File: config.mk
export PLATFORM = sky130hd
export DESIGN_NAME = six_row_shaped_vca_mixer_top_flat
export DESIGN_NICKNAME = d
export VERILOG_FILES = /design/src/rtl/core/svmix_pkg.sv /design/src/rtl/core/svmix_if.sv /design/src/rtl/core/svmix_front.sv /design/src/rtl/core/svmix_fifo.sv /design/src/rtl/core/svmix_back.sv /design/src/rtl/core/six_row_shaped_vca_mixer_top.sv /design/src/flat_wrapper.sv
export SDC_FILE = /design/constraint.sdc
export NUM_CORES = 2
export LEC_CHECK = 0
export ABC_AREA = 1
export CAP_MARGIN = 15
export CORE_AREA = 2 2 388 390
export CTS_BUF_LIST = sky130_fd_sc_hd__clkbuf_2
export CTS_CLUSTER_SIZE = 14
export DETAILED_ROUTE_END_ITERATION = 8
export DIE_AREA = 0 0 390 392
export DONT_BUFFER_PORTS = 1
export PLACE_DENSITY = 0.57
export SYNTH_ARGS = -nofsm -noshare
export SYNTH_HDL_FRONTEND = slang
export SYNTH_SLANG_ARGS = --single-unit
File: constraint.sdc
create_clock -name clk_i -period 17.5 [get_ports clk_i]
set_input_delay 0.875 -clock clk_i [delete_from_list [all_inputs] [get_ports clk_i]]
set_output_delay 0.875 -clock clk_i [all_outputs]
set_load 0.02 [all_outputs]
File: src/rtl/core/svmix_pkg.sv
// Shared constants, codes and item types of the six-row shaped VCA mixer.
package svmix_pkg;

  // Field widths of the channels.
  localparam int RowW      = 3;
  localparam int VoiceW    = 4;
  localparam int SampleW   = 16;
  localparam int OutW      = 19;
  localparam int CfgIdxW   = 3;
  localparam int CfgDataW  = 60;

  // Per-row register packing.
  localparam int PackedRows = 6;
  localparam int ShapeW     = 10;
  localparam int LevelW     = 10;
  localparam int ChanW      = 5;
  localparam int MaskW      = PackedRows;
  localparam int ShapeRegW  = PackedRows * ShapeW;
  localparam int LevelRegW  = PackedRows * LevelW;
  localparam int ChanRegW   = PackedRows * ChanW;

  // Arithmetic widths: x and gain terms are Q14 in 15 bits, level terms Q9 in 10 bits.
  localparam int XW        = 15;
  localparam int SmpW      = 17;
  localparam int AccW      = 19;
  localparam int MulW      = 29;
  localparam int ProdW     = 2 * MulW;
  localparam int DivSteps  = 16;
  localparam int DivCntW   = $clog2(DivSteps);
  localparam int DenW      = 18;

  localparam logic [XW-1:0]     XOne       = 15'd16384;
  localparam logic [LevelW-1:0] LevelUnity = 10'd512;
  localparam logic [ChanW-1:0]  ChanMax    = 5'd16;

  // Defaults of the top-level parameters.
  localparam int DefaultRows   = 6;
  localparam int DefaultVoices = 16;

  // Depth of the queue between classifier and arithmetic engine.
  localparam int QueueDepth = 2;
  localparam int QPtrW      = $clog2(QueueDepth);
  localparam int QCntW      = $clog2(QueueDepth + 1);

  // Register reset values: every level at unity, every row one channel.
  localparam logic [LevelRegW-1:0] LevelsReset   = 60'h802_0080_2008_0200;
  localparam logic [ChanRegW-1:0]  ChannelsReset = 30'h210_8421;

  typedef enum logic [CfgIdxW-1:0] {
    CFG_ROW_SHAPES    = 3'd0,
    CFG_ROW_LEVELS    = 3'd1,
    CFG_FINAL_ROW_MIX = 3'd2,
    CFG_IN_CONNECTED  = 3'd3,
    CFG_CV_CONNECTED  = 3'd4,
    CFG_OUT_CONNECTED = 3'd5,
    CFG_ROW_CHANNELS  = 3'd6
  } cfg_idx_e;

  // What the engine does with an item once its sample is known.
  typedef enum logic [2:0] {
    OP_EMIT     = 3'd0,  // emit the scaled sample
    OP_ACC      = 3'd1,  // add the scaled sample into the voice mix
    OP_MIX      = 3'd2,  // emit mix plus sample, then clear the mix
    OP_CLEAR    = 3'd3,  // clear the mix, emit nothing
    OP_EMIT_CLR = 3'd4   // emit the scaled sample, then clear the mix
  } op_e;

  typedef struct packed {
    logic [ShapeRegW-1:0] row_shapes;
    logic [LevelRegW-1:0] row_levels;
    logic                 final_row_mix;
    logic [MaskW-1:0]     in_conn;
    logic [MaskW-1:0]     cv_conn;
    logic [MaskW-1:0]     out_conn;
    logic [ChanRegW-1:0]  row_channels;
  } cfg_t;

  // One classified item as it travels through the queue.
  typedef struct packed {
    logic [RowW-1:0]          row;
    logic [VoiceW-1:0]        voice;
    logic [SampleW-1:0]       in_sample;
    logic [XW-1:0]            x;
    logic                     shape_pos;
    logic [ShapeW-1:0]        s;
    logic [LevelW-1:0]        lvl;
    logic                     in_conn;
    op_e                      op;
  } item_t;

endpackage

File: src/rtl/core/svmix_if.sv
// Valid/ready channel interfaces of the mixer: sample input, result output, register writes.
interface svmix_in_if import svmix_pkg::*; ();
  logic               valid;
  logic               ready;
  logic [RowW-1:0]    row;
  logic [VoiceW-1:0]  voice;
  logic [SampleW-1:0] in_sample;
  logic [SampleW-1:0] cv_sample;

  modport source (output valid, output row, output voice, output in_sample,
                  output cv_sample, input ready);
  modport sink   (input valid, input row, input voice, input in_sample,
                  input cv_sample, output ready);
endinterface

interface svmix_out_if import svmix_pkg::*; ();
  logic              valid;
  logic              ready;
  logic [RowW-1:0]   out_row;
  logic [VoiceW-1:0] out_voice;
  logic [OutW-1:0]   out_sample;

  modport source (output valid, output out_row, output out_voice, output out_sample,
                  input ready);
  modport sink   (input valid, input out_row, input out_voice, input out_sample,
                  output ready);
endinterface

interface svmix_cfg_if import svmix_pkg::*; ();
  logic                valid;
  logic                ready;
  logic [CfgIdxW-1:0]  index;
  logic [CfgDataW-1:0] data;

  modport source (output valid, output index, output data, input ready);
  modport sink   (input valid, input index, input data, output ready);
endinterface

File: src/rtl/core/svmix_front.sv
// Front end: accepts items, looks up the row settings and classifies each item.
module svmix_front import svmix_pkg::*; #(
  parameter int ROWS   = DefaultRows,
  parameter int VOICES = DefaultVoices
) (
  input  cfg_t            cfg_i,
  svmix_in_if.sink        in_i,
  input  logic            full_i,
  output logic            push_o,
  output item_t           item_o
);

  localparam int             NumSlots = 2 ** RowW;
  localparam logic [4:0]     RowLim   = 5'(ROWS);
  localparam logic [4:0]     LastRow  = 5'(ROWS - 1);
  localparam logic [4:0]     VoiceLim = 5'(VOICES);

  logic [ShapeW-1:0] shape_a [NumSlots];
  logic [LevelW-1:0] level_a [NumSlots];
  logic [ChanW-1:0]  chan_a  [NumSlots];
  logic [NumSlots-1:0] in_m, cv_m, out_m;
  logic [ChanW-1:0]  poly_max;
  logic              row_ok, is_final, outp, v_lt_ch, v_lt_mx, keep;
  logic signed [SampleW-1:0] cv;
  logic signed [ShapeW-1:0]  shape;
  logic [LevelW-1:0] lvl_raw;
  op_e               op;

  assign in_m  = NumSlots'(cfg_i.in_conn);
  assign cv_m  = NumSlots'(cfg_i.cv_conn);
  assign out_m = NumSlots'(cfg_i.out_conn);

  // Unpack the per-row fields; rows past the packed six read as zero shape and level, one channel.
  always_comb begin
    logic [ChanW-1:0] c;
    for (int k = 0; k < NumSlots; k++) begin
      c = '0;
      if (k < PackedRows) begin
        shape_a[k] = cfg_i.row_shapes[k*ShapeW +: ShapeW];
        level_a[k] = cfg_i.row_levels[k*LevelW +: LevelW];
        c          = cfg_i.row_channels[k*ChanW +: ChanW];
      end else begin
        shape_a[k] = '0;
        level_a[k] = '0;
      end
      if (!in_m[k]) begin
        chan_a[k] = 5'd1;
      end else begin
        if (c == '0) c = 5'd1;
        if (c > ChanMax) c = ChanMax;
        if (c > VoiceLim) c = VoiceLim;
        chan_a[k] = c;
      end
    end
  end

  // Largest polyphony among rows feeding the final row's mix.
  always_comb begin
    poly_max = 5'd1;
    for (int k = 0; k < NumSlots; k++) begin
      if (k < ROWS && in_m[k] && (k == ROWS - 1 || !out_m[k]) && chan_a[k] > poly_max) begin
        poly_max = chan_a[k];
      end
    end
  end

  assign row_ok   = ({2'b00, in_i.row} < RowLim) && ({1'b0, in_i.voice} < VoiceLim);
  assign is_final = ({2'b00, in_i.row} == LastRow);
  assign outp     = out_m[in_i.row];
  assign v_lt_ch  = {1'b0, in_i.voice} < chan_a[in_i.row];
  assign v_lt_mx  = {1'b0, in_i.voice} < poly_max;

  always_comb begin
    keep = 1'b0;
    op   = OP_CLEAR;
    if (row_ok) begin
      if (!is_final) begin
        if (outp) begin
          if (v_lt_ch) begin
            keep = 1'b1;
            op   = OP_EMIT;
          end
        end else if (cfg_i.final_row_mix) begin
          keep = 1'b1;
          op   = OP_ACC;
        end
      end else begin
        // The final row always clears the mix, so it always goes on.
        keep = 1'b1;
        if (outp && cfg_i.final_row_mix && v_lt_mx) begin
          op = OP_MIX;
        end else if (outp && !cfg_i.final_row_mix && v_lt_ch) begin
          op = OP_EMIT_CLR;
        end else begin
          op = OP_CLEAR;
        end
      end
    end
  end

  assign cv      = $signed(in_i.cv_sample);
  assign shape   = $signed(shape_a[in_i.row]);
  assign lvl_raw = level_a[in_i.row];

  always_comb begin
    item_o           = '0;
    item_o.row       = in_i.row;
    item_o.voice     = in_i.voice;
    item_o.in_sample = in_i.in_sample;
    item_o.in_conn   = in_m[in_i.row];
    item_o.op        = op;
    if (!cv_m[in_i.row]) begin
      item_o.x = XOne;
    end else if (cv <= 0) begin
      item_o.x = '0;
    end else if (cv >= $signed({1'b0, XOne})) begin
      item_o.x = XOne;
    end else begin
      item_o.x = cv[XW-1:0];
    end
    item_o.shape_pos = (shape > 0);
    item_o.s         = (shape > 0) ? shape_a[in_i.row] : ShapeW'(-shape);
    item_o.lvl       = (lvl_raw > LevelUnity) ? LevelUnity : lvl_raw;
  end

  assign in_i.ready = !full_i;
  assign push_o     = in_i.valid && !full_i && keep;

endmodule

File: src/rtl/core/svmix_fifo.sv
// Short item queue that decouples the classifier from the arithmetic engine.
module svmix_fifo import svmix_pkg::*; (
  input  logic  clk_i,
  input  logic  rst_ni,
  input  logic  push_i,
  input  item_t item_i,
  output logic  full_o,
  input  logic  pop_i,
  output logic  empty_o,
  output item_t item_o
);

  item_t             mem_q [QueueDepth];
  logic [QPtrW-1:0]  wr_ptr_q, rd_ptr_q;
  logic [QCntW-1:0]  cnt_q;

  localparam logic [QPtrW-1:0] LastPtr = QPtrW'(QueueDepth - 1);
  localparam logic [QCntW-1:0] FullCnt = QCntW'(QueueDepth);

  assign full_o  = (cnt_q == FullCnt);
  assign empty_o = (cnt_q == '0);
  assign item_o  = mem_q[rd_ptr_q];

  always_ff @(posedge clk_i or negedge rst_ni) begin
    if (!rst_ni) begin
      wr_ptr_q <= '0;
      rd_ptr_q <= '0;
      cnt_q    <= '0;
    end else begin
      if (push_i) begin
        wr_ptr_q <= (wr_ptr_q == LastPtr) ? '0 : wr_ptr_q + 1'b1;
      end
      if (pop_i) begin
        rd_ptr_q <= (rd_ptr_q == LastPtr) ? '0 : rd_ptr_q + 1'b1;
      end
      if (push_i && !pop_i) begin
        cnt_q <= cnt_q + 1'b1;
      end else if (pop_i && !push_i) begin
        cnt_q <= cnt_q - 1'b1;
      end
    end
  end

  always_ff @(posedge clk_i) begin
    if (push_i) begin
      mem_q[wr_ptr_q] <= item_i;
    end
  end

endmodule

File: src/rtl/core/svmix_back.sv
// Back end: sequenced gain arithmetic on one shared multiplier, mix accumulator and result register.
module svmix_back import svmix_pkg::*; (
  input  logic         clk_i,
  input  logic         rst_ni,
  input  logic         empty_i,
  input  item_t        item_i,
  output logic         pop_o,
  svmix_out_if.source  out_o
);

  typedef enum logic [11:0] {
    ST_IDLE = 12'b0000_0000_0001,
    ST_DIV  = 12'b0000_0000_0010,
    ST_SQ1  = 12'b0000_0000_0100,
    ST_SQ2  = 12'b0000_0000_1000,
    ST_LIN  = 12'b0000_0001_0000,
    ST_TERM = 12'b0000_0010_0000,
    ST_GAIN = 12'b0000_0100_0000,
    ST_LVL  = 12'b0000_1000_0000,
    ST_TSC  = 12'b0001_0000_0000,
    ST_SMP  = 12'b0010_0000_0000,
    ST_SCL  = 12'b0100_0000_0000,
    ST_FIN  = 12'b1000_0000_0000
  } state_e;

  localparam logic [DivCntW-1:0] DivLast = DivCntW'(DivSteps - 1);
  localparam logic signed [AccW:0] AccMax = {2'b00, {(AccW-1){1'b1}}};
  localparam logic signed [AccW:0] AccMin = {2'b11, {(AccW-1){1'b0}}};

  state_e               state_q, state_d;
  item_t                item_q;
  logic [DivCntW-1:0]   cnt_q;
  logic [DenW-1:0]      den_q, rem_q;
  logic [DivSteps-1:0]  quo_q;
  logic [ProdW-1:0]     mul_q, prod;
  logic [MulW-1:0]      mul_a, mul_b;
  logic [XW-1:0]        term_q, g_q, t_q;
  logic [24:0]          sum_q, gsum, tsum;
  logic [29:0]          rnd;
  logic [17:0]          diff;
  logic signed [SmpW-1:0] smp_q;
  logic signed [AccW-1:0] acc_q;
  logic signed [AccW:0]   mix_sum;
  logic [AccW-1:0]      mix_sat;
  logic                 out_valid_q;
  logic [RowW-1:0]      out_row_q;
  logic [VoiceW-1:0]    out_voice_q;
  logic [OutW-1:0]      out_sample_q;
  logic                 needs_smp, emit_now, out_free, fin_go;
  logic [DenW-1:0]      den_w, x11;
  logic [31:0]          num_w;
  logic [DenW:0]        div_sh;
  logic                 div_ge;
  logic [ProdW-1:0]     x4_rnd;

  // Divider setup for the log term: 11x*16384 + den/2 over den = 10x + 16384.
  assign den_w = (DenW'(item_i.x) << 3) + (DenW'(item_i.x) << 1) + DenW'(XOne);
  assign x11   = (DenW'(item_i.x) << 3) + (DenW'(item_i.x) << 1) + DenW'(item_i.x);
  assign num_w = {x11, 14'b0} + 32'(den_w >> 1);

  assign needs_smp = (item_i.op != OP_CLEAR) && item_i.in_conn;
  assign pop_o     = (state_q == ST_IDLE) && !empty_i;

  assign div_sh = {rem_q, quo_q[DivSteps-1]};
  assign div_ge = (div_sh >= {1'b0, den_q});

  // Operand selection for the one shared multiplier.
  always_comb begin
    mul_a = '0;
    mul_b = '0;
    unique case (state_q)
      ST_SQ1: begin
        mul_a = MulW'(item_q.x);
        mul_b = MulW'(item_q.x);
      end
      ST_SQ2: begin
        mul_a = mul_q[MulW-1:0];
        mul_b = mul_q[MulW-1:0];
      end
      ST_LIN: begin
        mul_a = MulW'(item_q.x);
        mul_b = MulW'(LevelUnity - item_q.s);
      end
      ST_TERM: begin
        mul_a = MulW'(term_q);
        mul_b = MulW'(item_q.s);
      end
      ST_LVL: begin
        mul_a = MulW'(g_q);
        mul_b = MulW'(item_q.lvl);
      end
      ST_SMP: begin
        // Offset binary keeps the product non-negative.
        mul_a = MulW'(item_q.in_sample ^ 16'h8000);
        mul_b = MulW'(t_q);
      end
      default: begin
      end
    endcase
  end

  assign prod   = mul_a * mul_b;
  assign x4_rnd = mul_q + (ProdW'(1) << 41);
  assign gsum   = sum_q + mul_q[24:0];
  assign tsum   = mul_q[24:0] + 25'd256;
  assign rnd    = mul_q[29:0] + 30'd8192;
  assign diff   = {2'b00, rnd[29:14]} - {2'b00, t_q, 1'b0};

  assign mix_sum = {acc_q[AccW-1], acc_q} + (AccW+1)'(smp_q);
  always_comb begin
    if (mix_sum > AccMax) begin
      mix_sat = AccMax[AccW-1:0];
    end else if (mix_sum < AccMin) begin
      mix_sat = AccMin[AccW-1:0];
    end else begin
      mix_sat = mix_sum[AccW-1:0];
    end
  end

  assign emit_now = (item_q.op == OP_EMIT) || (item_q.op == OP_MIX) ||
                    (item_q.op == OP_EMIT_CLR);
  assign out_free = !out_valid_q || out_o.ready;
  assign fin_go   = (state_q == ST_FIN) && (!emit_now || out_free);

  always_comb begin
    state_d = state_q;
    unique case (state_q)
      ST_IDLE: begin
        if (!empty_i) begin
          if (!needs_smp) begin
            state_d = ST_FIN;
          end else if (item_i.shape_pos) begin
            state_d = ST_DIV;
          end else begin
            state_d = ST_SQ1;
          end
        end
      end
      ST_DIV:  if (cnt_q == DivLast) state_d = ST_LIN;
      ST_SQ1:  state_d = ST_SQ2;
      ST_SQ2:  state_d = ST_LIN;
      ST_LIN:  state_d = ST_TERM;
      ST_TERM: state_d = ST_GAIN;
      ST_GAIN: state_d = ST_LVL;
      ST_LVL:  state_d = ST_TSC;
      ST_TSC:  state_d = ST_SMP;
      ST_SMP:  state_d = ST_SCL;
      ST_SCL:  state_d = ST_FIN;
      ST_FIN:  if (fin_go) state_d = ST_IDLE;
      default: state_d = ST_IDLE;
    endcase
  end

  always_ff @(posedge clk_i or negedge rst_ni) begin
    if (!rst_ni) begin
      state_q     <= ST_IDLE;
      cnt_q       <= '0;
      acc_q       <= '0;
      out_valid_q <= 1'b0;
    end else begin
      state_q <= state_d;
      if (pop_o) begin
        cnt_q <= '0;
      end else if (state_q == ST_DIV) begin
        cnt_q <= cnt_q + 1'b1;
      end
      if (out_o.valid && out_o.ready) begin
        out_valid_q <= 1'b0;
      end
      if (fin_go) begin
        case (item_q.op)
          OP_ACC:                       acc_q <= mix_sat;
          OP_MIX, OP_CLEAR, OP_EMIT_CLR: acc_q <= '0;
          default: begin
          end
        endcase
        if (emit_now) begin
          out_valid_q <= 1'b1;
        end
      end
    end
  end

  always_ff @(posedge clk_i) begin
    if (pop_o) begin
      item_q <= item_i;
      smp_q  <= '0;
      den_q  <= den_w;
      rem_q  <= DenW'(num_w[31:16]);
      quo_q  <= num_w[15:0];
    end
    if (state_q == ST_DIV) begin
      rem_q <= div_ge ? DenW'(div_sh - {1'b0, den_q}) : div_sh[DenW-1:0];
      quo_q <= {quo_q[DivSteps-2:0], div_ge};
    end
    if (state_q == ST_SQ1 || state_q == ST_SQ2 || state_q == ST_LIN ||
        state_q == ST_TERM || state_q == ST_LVL || state_q == ST_SMP) begin
      mul_q <= prod;
    end
    if (state_q == ST_LIN) begin
      term_q <= item_q.shape_pos ? quo_q[XW-1:0] : x4_rnd[42 +: XW];
    end
    if (state_q == ST_TERM) begin
      sum_q <= mul_q[24:0] + 25'd256;
    end
    if (state_q == ST_GAIN) begin
      g_q <= gsum[23:9];
    end
    if (state_q == ST_TSC) begin
      t_q <= tsum[23:9];
    end
    if (state_q == ST_SCL) begin
      smp_q <= diff[SmpW-1:0];
    end
    if (fin_go && emit_now) begin
      out_row_q    <= item_q.row;
      out_voice_q  <= item_q.voice;
      out_sample_q <= (item_q.op == OP_MIX) ? mix_sat : OutW'(smp_q);
    end
  end

  assign out_o.valid      = out_valid_q;
  assign out_o.out_row    = out_row_q;
  assign out_o.out_voice  = out_voice_q;
  assign out_o.out_sample = out_sample_q;

endmodule

File: src/rtl/core/six_row_shaped_vca_mixer_top.sv
// Top level of the six-row shaped VCA mixer: registers, classifier, queue and engine.
// Flat or exponential shapes run the sequenced gain arithmetic; logarithmic shapes first
// run a one-bit-per-cycle divider; items that skip the arithmetic go straight to the result.
// The engine finishes one item before taking the next; the front takes an item every cycle
// until the two-entry queue is full.
// Reset (rst_ni low, asynchronous) restores register defaults, clears mix, queue and result.
module six_row_shaped_vca_mixer_top import svmix_pkg::*; #(
  parameter int ROWS   = DefaultRows,
  parameter int VOICES = DefaultVoices
) (
  input  logic        clk_i,
  input  logic        rst_ni,
  svmix_in_if.sink    in_i,
  svmix_out_if.source out_o,
  svmix_cfg_if.sink   cfg_i
);

  cfg_t  cfg_q;
  item_t front_item, queue_item;
  logic  push, full, pop, empty;

  // Register writes are always taken; the user must write them only while the block is idle,
  // which the block does not enforce, so items already classified never see a half-written setting.
  assign cfg_i.ready = 1'b1;

  always_ff @(posedge clk_i or negedge rst_ni) begin
    if (!rst_ni) begin
      cfg_q.row_shapes    <= '0;
      cfg_q.row_levels    <= LevelsReset;
      cfg_q.final_row_mix <= 1'b1;
      cfg_q.in_conn       <= '0;
      cfg_q.cv_conn       <= '0;
      cfg_q.out_conn      <= '0;
      cfg_q.row_channels  <= ChannelsReset;
    end else if (cfg_i.valid) begin
      unique case (cfg_idx_e'(cfg_i.index))
        CFG_ROW_SHAPES:    cfg_q.row_shapes    <= cfg_i.data[ShapeRegW-1:0];
        CFG_ROW_LEVELS:    cfg_q.row_levels    <= cfg_i.data[LevelRegW-1:0];
        CFG_FINAL_ROW_MIX: cfg_q.final_row_mix <= cfg_i.data[0];
        CFG_IN_CONNECTED:  cfg_q.in_conn       <= cfg_i.data[MaskW-1:0];
        CFG_CV_CONNECTED:  cfg_q.cv_conn       <= cfg_i.data[MaskW-1:0];
        CFG_OUT_CONNECTED: cfg_q.out_conn      <= cfg_i.data[MaskW-1:0];
        CFG_ROW_CHANNELS:  cfg_q.row_channels  <= cfg_i.data[ChanRegW-1:0];
        default: begin
          // Indexes past the register list are ignored.
        end
      endcase
    end
  end

  // The front drops out-of-range items and items that neither emit nor touch the
  // mix; everything else is tagged with its operation and the row's settings.
  svmix_front #(
    .ROWS   (ROWS),
    .VOICES (VOICES)
  ) u_front (
    .cfg_i  (cfg_q),
    .in_i   (in_i),
    .full_i (full),
    .push_o (push),
    .item_o (front_item)
  );

  // The queue lets the front keep taking items while the engine is busy.
  svmix_fifo u_fifo (
    .clk_i   (clk_i),
    .rst_ni  (rst_ni),
    .push_i  (push),
    .item_i  (front_item),
    .full_o  (full),
    .pop_i   (pop),
    .empty_o (empty),
    .item_o  (queue_item)
  );

  // The engine works one item at a time in item order, so the mix accumulator
  // always sees rows in the order they arrived. Its result register lets it
  // start on the next item while a result waits to be taken.
  svmix_back u_back (
    .clk_i   (clk_i),
    .rst_ni  (rst_ni),
    .empty_i (empty),
    .item_i  (queue_item),
    .pop_o   (pop),
    .out_o   (out_o)
  );

endmodule

File: src/flat_wrapper.sv
// flat-port wrapper written by rule: the top's interface ports become plain ports
module six_row_shaped_vca_mixer_top_flat import svmix_pkg::*;
#(
  parameter int ROWS   = DefaultRows,
  parameter int VOICES = DefaultVoices
)
  (clk_i, rst_ni, in_i_valid, in_i_row, in_i_voice, in_i_in_sample, in_i_cv_sample, in_i_ready, out_o_valid, out_o_out_row, out_o_out_voice, out_o_out_sample, out_o_ready, cfg_i_valid, cfg_i_index, cfg_i_data, cfg_i_ready);
  svmix_in_if in_i_i ();
  svmix_out_if out_o_i ();
  svmix_cfg_if cfg_i_i ();
  input  logic clk_i;
  input  logic rst_ni;
  input wire logic [$bits(in_i_i.valid)-1:0] in_i_valid;
  input wire logic [$bits(in_i_i.row)-1:0] in_i_row;
  input wire logic [$bits(in_i_i.voice)-1:0] in_i_voice;
  input wire logic [$bits(in_i_i.in_sample)-1:0] in_i_in_sample;
  input wire logic [$bits(in_i_i.cv_sample)-1:0] in_i_cv_sample;
  output wire logic [$bits(in_i_i.ready)-1:0] in_i_ready;
  output wire logic [$bits(out_o_i.valid)-1:0] out_o_valid;
  output wire logic [$bits(out_o_i.out_row)-1:0] out_o_out_row;
  output wire logic [$bits(out_o_i.out_voice)-1:0] out_o_out_voice;
  output wire logic [$bits(out_o_i.out_sample)-1:0] out_o_out_sample;
  input wire logic [$bits(out_o_i.ready)-1:0] out_o_ready;
  input wire logic [$bits(cfg_i_i.valid)-1:0] cfg_i_valid;
  input wire logic [$bits(cfg_i_i.index)-1:0] cfg_i_index;
  input wire logic [$bits(cfg_i_i.data)-1:0] cfg_i_data;
  output wire logic [$bits(cfg_i_i.ready)-1:0] cfg_i_ready;
  assign in_i_i.valid = in_i_valid;
  assign in_i_i.row = in_i_row;
  assign in_i_i.voice = in_i_voice;
  assign in_i_i.in_sample = in_i_in_sample;
  assign in_i_i.cv_sample = in_i_cv_sample;
  assign in_i_ready = in_i_i.ready;
  assign out_o_valid = out_o_i.valid;
  assign out_o_out_row = out_o_i.out_row;
  assign out_o_out_voice = out_o_i.out_voice;
  assign out_o_out_sample = out_o_i.out_sample;
  assign out_o_i.ready = out_o_ready;
  assign cfg_i_i.valid = cfg_i_valid;
  assign cfg_i_i.index = cfg_i_index;
  assign cfg_i_i.data = cfg_i_data;
  assign cfg_i_ready = cfg_i_i.ready;
  six_row_shaped_vca_mixer_top #(.ROWS(ROWS), .VOICES(VOICES)) u_core (.clk_i(clk_i), .rst_ni(rst_ni), .in_i(in_i_i), .out_o(out_o_i), .cfg_i(cfg_i_i));
endmodule
==> results.md <==
Logic synthesis:
- The XOR/XNOR share of the synthesized area is 2.31%.
- Summing the sequential cell areas from Yosys gives roughly 29% of the chip area.
- The dominant combinational cell family by area after synthesis is adder cells.
- By area the synthesized netlist is led by sky130_fd_sc_hd__fa_1 25%, sky130_fd_sc_hd__edfxtp_1 20%, sky130_fd_sc_hd__nand2_1 11%, sky130_fd_sc_hd__dfrtp_1 8.2%, sky130_fd_sc_hd__inv_1 8.1%.
- The synthesized netlist devotes 32.7% of its cell area to adder and majority cells.
- After technology mapping, the gate count stands at between 6000 and 7000.
- The total nets after synthesis is between 8000 and 9000.
- The number of warnings reported in the yosys synthesis log is 0.
- The fraction of the mapped netlist area in simple logic gates is between 10% and 20%.
- The number of unique standard cell types used by synthesis is between 70 and 80.
- The compound-gate portion of the synthesized area is 8.77%.
- The cell area after synthesis is around 59000 sq um.
- The proportion of synthesized flip-flops having asynchronous set or reset is between 30% and 40%.
- The average instance in the mapped netlist occupies 8.73 sq um.
- In the synthesized netlist, mux cells make up less than 1% of the area.
- The synthesized design contains around 400 enable-type register cells.
- Of the post-synthesis cell area, the dominant cell type holds 24.6%.
- The main flop type after synthesis is sky130_fd_sc_hd__edfxtp_1.
- The cell type with the highest aggregate area in the netlist is sky130_fd_sc_hd__fa_1.
- The synthesized design contains 604 register bits.

Floorplanning:
- The core region is around 150000 sq um.
- The number of top-level pins is between 100 and 150.
- The die is 392 um tall.
- The starting utilization of the core area is around two fifths.
- The horizontal die dimension is 390 um.
- The standard-cell row count is 142.
- The die outline area is approximately 150000 sq um.

Detailed routing:
- The post-detailed-route via-to-cell ratio is 5.17.
- After detailed routing, the average wire length per cell comes to 20.6 um.
- The number of iterations in the first detailed-routing pass is 6.
- The sum of routed wire length over all layers is ~190000 um.
- The total vias in the final route is roughly 47000.
- In the routed design, unresolved DRC markers number 0.
- The antenna violation net count after detailed routing is 0.
- In this run, the number of DRC markers left after iteration 0 of detailed routing was ~3800.

Worst setup path:
- Tracing the worst setup path back leads to its startpoint at u_core.u_back.state_q[8].
- The cell count of the worst reg-to-reg path is 32.
- The cell with the biggest individual delay on the critical path is sky130_fd_sc_hd__inv_1.
- Of all nets on the critical path, the largest fanout is 34.
- The sort of element at the start of the critical path is a flip-flop.
- The critical path's most frequent cell is sky130_fd_sc_hd__fa_1.
- Across all register-to-register paths, the minimum setup slack is slightly above 6 ns.
- The largest single stage delay on the critical path is about 1.1 ns.
- The element type at the critical path end is a flip-flop.
- The arrival time at the worst endpoint is roughly 12 ns.
- In this run the critical register-to-register path is launched from u_core.u_back.state_q[8].
- The endpoint of the most critical register-to-register path is u_core.u_back.mul_q[51].
- The worst setup path is of the flip-flop to flip-flop kind.
- The critical path required time is roughly 19 ns.
- Following the worst setup path forward leads to its endpoint at u_core.u_back.mul_q[51].

Timing:
- Across the routed clock network, the largest skew measured is 0.113 ns.
- Setup violations remaining at the end of the flow were counted as 0.
- The tightest slew margin relative to the limit is approximately 20%.
- For the pin with the worst max-slew slack, the measured transition is between 1 and 1.5 ns.
- The number of pins exceeding their max-slew limit in the final report is 0.
- After layout, the minimum clock period comes to about 11 ns.
- After routing, the total negative slack on setup checks comes to 0 ns.
- Based on the critical path, the design can be clocked at up to around 88 MHz.
- The number of hold violations in the final report is 0.
- Setup repair after global routing left no endpoint under its margin.
- Once routing completed, OpenROAD measured the worst setup slack at 6.15 ns.
- Dividing the final minimum period by the clock period gives 64.9%.

Global route:
- The via count of the first global-routing pass was ~48000.
- Global routing used around a quarter of the available tracks across all layers.
- The wire length of the first global-routing pass is approximately 290000 um.
- Entering global routing, the biggest net connects 210 pins.
- The initial antenna violation count is 13.
- The total overflow reported by the global router is 0.

Power and ir drop:
- In this run the power density over the cells is between 100 and 150 nW/um^2.
- The worst IR drop on VDD is between 100 and 150 uV.
- In this run the static leakage power is between 30 and 40 nW.

Final layout:
- The utilization after layout is between 40 and 50%.
- The final-stage net count is roughly 8000.
- The library cell used most frequently in the layout, excluding fill and tap cells, is sky130_fd_sc_hd__nand2_1.
- Once layout is done, the placed cells without fillers occupy 64300 sq um.
- In the layout the commonest cells are 1682 x sky130_fd_sc_hd__nand2_1, 1283 x sky130_fd_sc_hd__inv_1, 729 x sky130_fd_sc_hd__fa_1, 466 x sky130_fd_sc_hd__nor2_1, 418 x sky130_fd_sc_hd__o21ai_0.
- The share of layout cells above drive strength 1 is around 7%.
- From synthesis to final layout, the design area changed by 8.53%.
- The fill cell total of the finished layout is approximately 15000.

Hold path:
- The min-delay analysis places its worst path in the category primary input to flip-flop.

CTS:
- CTS built an H-tree with a depth of 4.
- The number of clock sinks seen by CTS is between 600 and 700.
- The clock reaches the later pin of the worst-skew pair after approximately 1.5 ns.
- No sink is reached through more buffers than the 3 on the longest clock path.
- Gates resized during post-CTS repair numbered 0.
- The CTS tree is done.
- Counting the buffers created by CTS gives 159.
- Clock-pin slew was measured on the worst setup and hold paths at ~0.12 ns.
- The clock root buffer is sky130_fd_sc_hd__clkbuf_2.

Status:
- The run finished with clean final reports.

Placement:
- The placement-stage cell area is slightly above 60000 sq um.
- At the end of routability-driven placement, the weighted congestion stood at a little over 0.9.
- The detailed placer's ending HPWL is between 100000 and 150000 um.
- The setup slack after placement is ~6.6 ns.
- Port buffering added 0 buffers.

Run:
- The tool flagged a number of max-cap violations equal to 0.
-- flip-flops by register name, summed over array words and instances, names as in the netlist, 12 cells and up --
signal,count
u_core.u_back.rem_q,18
u_core.u_back.den_q,15
u_core.u_back.term_q,15
u_core.cfg_q,169
u_core.u_back.mul_q,46
u_core.u_back.sum_q,24
u_core.u_back.state_q,12
u_core.u_back.acc_q,19
u_core.u_back.g_q,15
u_core.u_back.out_o.out_sample,19
u_core.u_back.quo_q,16
u_core.u_back.smp_q,17
u_core.u_fifo.mem_q,126
u_core.u_back.t_q,15
u_core.u_back.item_q,62
-- cell families after synthesis --
logic type / Yosys count
and+or+nand+nor: 2483
DFF: 604
AOI/OAI and AO/OA: 875
buffers and inverters: 1558
muxes: 1
xor gates and xnor gates: 156
adders and majority gates: 1111
other: 1
-- cell usage after synthesis, types with 33 or more instances --
cell                          n
sky130_fd_sc_hd__nand2_1   1684
sky130_fd_sc_hd__inv_1     1285
sky130_fd_sc_hd__fa_1       729
sky130_fd_sc_hd__nor2_1     475
sky130_fd_sc_hd__o21ai_0    419
sky130_fd_sc_hd__edfxtp_1   395
sky130_fd_sc_hd__ha_1       382
sky130_fd_sc_hd__a21oi_1    227
sky130_fd_sc_hd__dfrtp_1    195
sky130_fd_sc_hd__nand3_1    133
sky130_fd_sc_hd__clkbuf_1    99
sky130_fd_sc_hd__xor2_1      99
sky130_fd_sc_hd__buf_2       78
sky130_fd_sc_hd__xnor2_1     57
sky130_fd_sc_hd__nor3_1      52
sky130_fd_sc_hd__inv_2       36
sky130_fd_sc_hd__or2_2       33
-- routing by layer --
metal	global-route usage, %	share of wire, %	vias up
met5	0	0.035	-
met4	7.91	3.1	10
met3	4.06	6.8	305
met2	40.3	47	1646
met1	33.5	43	23114
li1	-	-	21631
-- layout make-up --
type / instances / area, sq um / area share, %
Multi-Input combinational cell: 4627 / 36100 / 56.1
Sequential cell: 604 / 17100 / 26.6
Inverter: 1332 / 5010 / 7.79
Tap cell: 1944 / 2430 / 3.78
Timing Repair Buffer: 232 / 2160 / 3.36
Clock buffer: 231 / 1160 / 1.80
Clock inverter: 55 / 368 / 0.572
Antenna cell: 10 / 25.0 / 0.0389
-- worst max-delay path: cells and delay by family (launching register included) --
kind / cells / cell delay [ns]
XOR/XNOR: 1 / 0.27
AO/OA/AOI/OAI: 6 / 1.94
AND/OR/NAND/NOR: 7 / 1.56
buffers and inverters: 9 / 2.36
adder cells (fa/ha/maj): 9 / 4.34
flip-flops: 1 / 0.43
-- how the worst min path moves through the flow --
stage                                         from                              to  cells past startpoint
after floorplan           u_core.u_back.item_q[60]  u_core.u_back.out_o.out_row[0]                      0
after global placement    u_core.u_back.item_q[61]  u_core.u_back.out_o.out_row[1]                      0
after detailed placement  u_core.u_back.item_q[61]  u_core.u_back.out_o.out_row[1]                      0
after CTS                           cfg_i_data[21]                u_core.cfg_q[21]                      3
after global routing            in_i_in_sample[14]      u_core.u_fifo.mem_q[1][54]                      1
final                                  in_i_row[0]       u_core.u_fifo.mem_q[1][9]                      5
-- per-stage QoR --
stage          power [mW]  std cells  hold slack, ns
2_1_floorplan        4.78       6789           0.400
3_3_place_gp         5.82       8577           0.403
3_5_place_dp         5.86       8577           0.406
4_1_cts              6.98       9025        0.000709
5_1_grt              7.55       9033          0.0454
6_report             6.97       9035           0.115
-- where the power goes --
group	switching [mW]	total (mW)	internal, mW
clock network	0.656	1.06	0.401
logic	2.50	3.60	1.10
registers	0.232	2.32	2.08
total	3.39	6.97	3.58
-- repair_timing --
item | in CTS | in global routing
hold buffers | 162 | 0
setup buffers | 0 | 0
hold endpoints to repair | 524 | 0
No activity file was read; power rests on OpenSTA's default activity.
